[config.mk]
export PLATFORM = sky130hd
export DESIGN_NAME = enfu_divider
export DESIGN_NICKNAME = d
export VERILOG_FILES = /design/src/design/assert_macros.svh /design/src/design/enfu_divider.sv
export SDC_FILE = /design/constraint.sdc
export NUM_CORES = 2
export LEC_CHECK = 0
export BUFFER_PORTS_ARGS = -buffer_cell sky130_fd_sc_hd__buf_4
export CAP_MARGIN = 40
export CORE_MARGIN = 8
export CORE_UTILIZATION = 27
export DETAILED_ROUTE_END_ITERATION = 7
export HOLD_SLACK_MARGIN = 0.15
export PLACE_DENSITY = 0.39
export SLEW_MARGIN = 15
export SYNTH_ARGS = -nofsm -noshare
export SYNTH_HDL_FRONTEND = slang
export SYNTH_SLANG_ARGS = --single-unit
[constraint.sdc]
create_clock -name clk_i -period 3.4 [get_ports clk_i]
set_input_delay 0 -clock clk_i [delete_from_list [all_inputs] [get_ports clk_i]]
set_output_delay 0 -clock clk_i [all_outputs]
set_load 0.05 [all_outputs]
[src/design/assert_macros.svh]
// Shared assertion macros for the fold unit.
`ifndef ASSERT_MACROS_SVH
`define ASSERT_MACROS_SVH

// Implication checked on every rising clock edge outside reset.
`define ASSERT_IMPL(label, clk, rst_n, ante, cons, msg) \
  label: assert property (@(posedge clk) disable iff (!rst_n) (ante) |-> (cons)) \
    else $error(msg);

// Next-cycle implication checked outside reset.
`define ASSERT_NEXT(label, clk, rst_n, ante, cons, msg) \
  label: assert property (@(posedge clk) disable iff (!rst_n) (ante) |=> (cons)) \
    else $error(msg);

`endif

[src/design/enfu_divider.sv]
// Pipelined restoring divider on magnitudes: one quotient bit per stage.
module enfu_divider #(
  parameter int unsigned Width = 32
) (
  input  logic             clk_i,
  input  logic             rst_ni,
  input  logic             valid_i,
  input  logic [Width-1:0] dividend_i,
  input  logic [Width-1:0] divisor_i,
  output logic             valid_o,
  output logic [Width-1:0] quotient_o,
  output logic [Width-1:0] remainder_o
);

  for (genvar s = 0; s < Width; s++) begin : g_stage
    logic             vld_in;
    logic [Width-1:0] rem_in;
    logic [Width-1:0] quo_in;
    logic [Width-1:0] dvs_in;
    logic [Width:0]   trial;
    logic [Width-1:0] rem_d;
    logic [Width-1:0] quo_d;
    logic             vld_q;
    logic [Width-1:0] rem_q;
    logic [Width-1:0] quo_q;
    logic [Width-1:0] dvs_q;

    if (s == 0) begin : g_first
      assign vld_in = valid_i;
      assign rem_in = '0;
      assign quo_in = dividend_i;
      assign dvs_in = divisor_i;
    end else begin : g_next
      assign vld_in = g_stage[s-1].vld_q;
      assign rem_in = g_stage[s-1].rem_q;
      assign quo_in = g_stage[s-1].quo_q;
      assign dvs_in = g_stage[s-1].dvs_q;
    end

    always_comb begin
      trial = {rem_in, quo_in[Width-1]} - {1'b0, dvs_in};
      if (!trial[Width]) begin
        rem_d = trial[Width-1:0];
        quo_d = {quo_in[Width-2:0], 1'b1};
      end else begin
        rem_d = {rem_in[Width-2:0], quo_in[Width-1]};
        quo_d = {quo_in[Width-2:0], 1'b0};
      end
    end

    always_ff @(posedge clk_i or negedge rst_ni) begin
      if (!rst_ni) begin
        vld_q <= 1'b0;
      end else begin
        vld_q <= vld_in;
      end
    end

    always_ff @(posedge clk_i) begin
      rem_q <= rem_d;
      quo_q <= quo_d;
      dvs_q <= dvs_in;
    end
  end

  assign valid_o     = g_stage[Width-1].vld_q;
  assign quotient_o  = g_stage[Width-1].quo_q;
  assign remainder_o = g_stage[Width-1].rem_q;

endmodule

==> run summary <==
The run finished, with violations left. The final reports fail on negative setup slack. Total power for the finished layout comes to 0.215 W. The number of antenna violations at the first check in global routing is 10.

CTS placed an instance of sky130_fd_sc_hd__clkbuf_16 at the clock tree root. For this run, design rule violations remaining after detail routing come to 0. A synthesized cell averages 10.3 sq um. The endpoint of the lowest-slack register-to-register path is g_stage[5].rem_q[8]. The final design area excluding fillers is 0.173 sq mm.

Summing every instance area after synthesis gives 0.125 sq mm. The number of enable-type register cells in the synthesized netlist is 0. The vertical extent of the die came out at 696 um. The power density relative to cell area is 1240 mW/mm^2. The length of the first detailed-routing pass in iterations came out at 6. STA classifies the critical path startpoint as a register. The worst setup path is of the register to register kind.

In the routed layout, each cell is associated on average with a via count of 4.34. For this run, the leading register cell type out of synthesis is sky130_fd_sc_hd__dfxtp_1. The wire length of the first global-routing pass is 539000 um. The fill cell total of the finished layout came out at 46.7k. The count of antenna-violating nets left after detailed routing came out at 0. The count of vias placed by the detailed router is 91.9k. In this run the critical register-to-register path is launched from g_stage[4].quo_q[31].

The leading cell type by number of instances after synthesis is sky130_fd_sc_hd__dfxtp_1. The number of rows created at floorplan is 250. The wire length per cell is 16.5 um.

The final weighted congestion in routability-driven placement is 0.810. The timing-limited maximum frequency came out at 263 MHz. TritonCTS created 359 clock buffers.

The cell taking the most area after synthesis is sky130_fd_sc_hd__dfxtp_1. The total length of routed wires is 349000 um. Timing analysis after detailed placement gives a worst setup slack of -0.689 ns. The H-tree depth is 5. The path class of the tightest hold or removal check is input pin to register. The register-to-register setup slack is -0.40 ns.

In this run the worst setup path begins at g_stage[4].quo_q[31]. In this run the deepest clock path goes through 4 buffers. The clock-pin slew on the worst setup and hold paths came out at 0.06 ns.

The count of endpoints failing hold in the final timing report is 0. For this design the static power due to leakage is 80.6 nW. Counting flops and latches in the post-synthesis netlist gives 3072.

Setup repair after global routing could not meet its margin everywhere. The critical path ends at g_stage[5].rem_q[8]. At the pin with the least slew margin, the transition time is 0.820 ns. The die width came out at 696 um. The setup TNS after final layout came out at -49.58 ns. The total die area came out at 0.485 sq mm.

The initial core utilization came out at 27.0%. At the later pin of the worst-skew pair, clock insertion delay measures 0.95 ns. The highest fanout seen on the critical path came out at 7. The fraction of synthesized cell area taken by the top area cell type is 48.7%. The required time at the endpoint of the critical path came out at 4.22 ns. The number of port buffers is 131. Data on the critical path arrives at its endpoint at 4.62 ns.

The worst reg2reg path depth came out at 16. The number of nets at the end of the flow came out at 15.8k. The final critical delay including setup and external delays is 3.80 ns. The highest ir drop seen on vdd is 546 uV. The post-route netlist has 29.7% of its cells at a drive strength greater than 1. Ranked by total cell area, the synthesized netlist is headed by sky130_fd_sc_hd__dfxtp_1, sky130_fd_sc_hd__ha_1, sky130_fd_sc_hd__mux2_2, sky130_fd_sc_hd__xnor2_1, sky130_fd_sc_hd__inv_1. The clock sink total is 3072. The sum of overflow across all layers after global routing is 0. STA classifies the critical path endpoint as a register. The global-route usage over all layers came out at 13.9%.

The number of global-route vias before repair came out at 94.7k. The number of top-level pins came out at 132. Yosys mapped the design onto 104 distinct sky130hd cell types. The fraction of the cycle the final worst path needs came out at 112%.

Max-cap violations in this run came to 0. The total setup violations reported at the end of the flow is 341. Counting instances in the post-synthesis netlist gives the leading cell types as sky130_fd_sc_hd__dfxtp_1, sky130_fd_sc_hd__inv_1, sky130_fd_sc_hd__ha_1, sky130_fd_sc_hd__a21oi_1, sky130_fd_sc_hd__o21ai_0. The number of pins exceeding their max-slew limit in the final report is 0. Sequential cells were found to cover 49.3% of the synthesized design area. The placed cell area came out at 0.147 sq mm. Entering global routing, the biggest net connects 33 pins.

The minimum setup slack in the final design came out at -0.401 ns. The relative max-transition margin came out at 45.1%. The clock arrives with 0.0409 ns of skew. The fraction of registers with async set/reset came out at 1.04%. The total of warnings raised by yosys came out at 0. The post-DP HPWL is 252000 um. Compared with the post-synthesis result, the final layout area differs by 38.5%. The number of design-rule violations left by the first detailed-router iteration is 3961. Synthesis produced a netlist whose cell count is 12.2k. The total core area is 0.462 sq mm.

TritonCTS built the clock tree. For this run, the share of the core covered by cells in the final layout is 37.5%.
==> metal layers <==
layer / vias to the layer above / GRT usage [%] / share of wire [%]
met4: 4 / 3.45 / 2.6
met5: - / 0.0891 / 0.0049
met2: 1043 / 25.2 / 50
li1: 47400 / - / -
met3: 521 / 1.68 / 2.9
met1: 43000 / 17.2 / 45
==> cell families after synthesis <==
logic type,Yosys count,synth area share (%)
DFF,3072,49.3
AOI/OAI and AO/OA,2988,15.3
and+or+nand+nor,2027,7.73
buffers and inverters,1460,4.52
adders and majority gates,1025,10.4
xor gates and xnor gates,844,5.96
muxes,748,6.68
other,1,0.00300
==> what timing repair did <==
action                                 4_1_cts  5_1_grt
buffers inserted                           202      134
resized for setup                         1027      977
setup endpoints to repair                 1013      988
hold buffers                               163        0
endpoints found under the hold margin      114        0
cloned                                      77       22
pin swaps                                  230      350
==> registers in the layout, indices dropped and copies added (netlist names) <==
name,count
g_stage.quo_q,960
g_stage.vld_in,1
g_stage.vld_q,30
g_stage.rem_in,32
valid_o,1
g_stage.quo_in,32
quotient_o,32
g_stage.rem_q,960
g_stage.dvs_in,32
remainder_o,32
g_stage.dvs_q,960
==> worst min-delay path by stage <==
stage                   startpoint                   end  slack, ns  cells after the start
global placement            rst_ni      g_stage[0].vld_q      -0.04                      1
floorplan                   rst_ni      g_stage[0].vld_q      -0.30                      0
CTS                  divisor_i[17]  g_stage[0].dvs_q[17]       0.15                      3
global route        dividend_i[13]  g_stage[0].quo_q[14]       0.19                      3
detailed placement          rst_ni      g_stage[0].vld_q      -0.04                      1
finish              dividend_i[16]  g_stage[0].quo_q[17]       0.26                      3
==> cells in the final DEF (no fill, tap or decap), types with 52 or more instances in the layout <==
| cell type | Yosys | routed |
|---|---|---|
| sky130_fd_sc_hd__a211oi_1 | 82 | 60 |
| sky130_fd_sc_hd__a21o_1 | 463 | 463 |
| sky130_fd_sc_hd__a21oi_1 | 845 | 763 |
| sky130_fd_sc_hd__a21oi_2 | 5 | 67 |
| sky130_fd_sc_hd__a31oi_1 | 77 | 63 |
| sky130_fd_sc_hd__and3_1 | 61 | 59 |
| sky130_fd_sc_hd__buf_12 | 0 | 112 |
| sky130_fd_sc_hd__buf_4 | 9 | 1956 |
| sky130_fd_sc_hd__buf_6 | 9 | 91 |
| sky130_fd_sc_hd__clkbuf_16 | 0 | 386 |
| sky130_fd_sc_hd__clkbuf_8 | 0 | 70 |
| sky130_fd_sc_hd__clkinv_2 | 0 | 67 |
| sky130_fd_sc_hd__dfxtp_1 | 3040 | 2917 |
| sky130_fd_sc_hd__dfxtp_2 | 0 | 112 |
| sky130_fd_sc_hd__dlygate4sd3_1 | 0 | 162 |
| sky130_fd_sc_hd__ha_1 | 994 | 939 |
| sky130_fd_sc_hd__inv_1 | 1208 | 1168 |
| sky130_fd_sc_hd__mux2_2 | 606 | 164 |
| sky130_fd_sc_hd__mux2_4 | 2 | 520 |
| sky130_fd_sc_hd__mux2i_1 | 64 | 52 |
| sky130_fd_sc_hd__nand2_1 | 655 | 557 |
| sky130_fd_sc_hd__nand2_2 | 0 | 69 |
| sky130_fd_sc_hd__nand2b_1 | 117 | 115 |
| sky130_fd_sc_hd__nand3_1 | 156 | 146 |
| sky130_fd_sc_hd__nand4_1 | 107 | 107 |
| sky130_fd_sc_hd__nor2_1 | 499 | 470 |
| sky130_fd_sc_hd__nor2b_1 | 139 | 110 |
| sky130_fd_sc_hd__nor3_1 | 100 | 91 |
| sky130_fd_sc_hd__o21a_1 | 161 | 161 |
| sky130_fd_sc_hd__o21ai_0 | 659 | 522 |
| sky130_fd_sc_hd__o21ai_1 | 46 | 87 |
| sky130_fd_sc_hd__o21ai_2 | 0 | 90 |
| sky130_fd_sc_hd__o21bai_1 | 117 | 113 |
| sky130_fd_sc_hd__xnor2_1 | 533 | 521 |
| sky130_fd_sc_hd__xor2_1 | 305 | 294 |
==> through the flow <==
step | hold slack, ns | instances
after floorplan | -0.296 | 12200
after global placement | -0.0427 | 20000
after detailed placement | -0.0355 | 20000
after CTS | 0.151 | 21100
after global routing | 0.186 | 21200
final | 0.264 | 21200
==> where the power goes <==
group	internal, W	switching [W]	total, W
clock network	0.0249	0.0159	0.0409
logic	0.0655	0.0543	0.120
registers	0.0473	0.00700	0.0543
total	0.138	0.0773	0.215
==> critical path, cell delays in order (launching register included) <==
cell and delay [ns]:
sky130_fd_sc_hd__dfxtp_2 0.32, sky130_fd_sc_hd__inv_2 0.04, sky130_fd_sc_hd__ha_4 0.16, sky130_fd_sc_hd__fa_2 0.36
sky130_fd_sc_hd__nor2b_2 0.14, sky130_fd_sc_hd__o31a_1 0.21, sky130_fd_sc_hd__o2111ai_2 0.14, sky130_fd_sc_hd__o211ai_1 0.29
sky130_fd_sc_hd__nand2_2 0.13, sky130_fd_sc_hd__or4_4 0.48, sky130_fd_sc_hd__a311oi_4 0.27, sky130_fd_sc_hd__a221o_1 0.24
sky130_fd_sc_hd__a21oi_4 0.08, sky130_fd_sc_hd__xnor2_4 0.16, sky130_fd_sc_hd__buf_6 0.17, sky130_fd_sc_hd__buf_12 0.15
sky130_fd_sc_hd__mux2_4 0.31
==> layout make-up <==
cell class | instances | area, sq um | area share [%]
Multi-Input combinational cell | 7647 | 64300 | 37.2
Sequential cell | 3072 | 61800 | 35.7
Timing Repair Buffer | 2428 | 21900 | 12.7
Clock buffer | 481 | 10300 | 5.94
Tap cell | 6174 | 7720 | 4.46
Inverter | 1211 | 4580 | 2.65
Clock inverter | 175 | 2450 | 1.42
Antenna cell | 3 | 7.51 | 0.00434
Note: power is estimated with default switching activity, not from simulation.
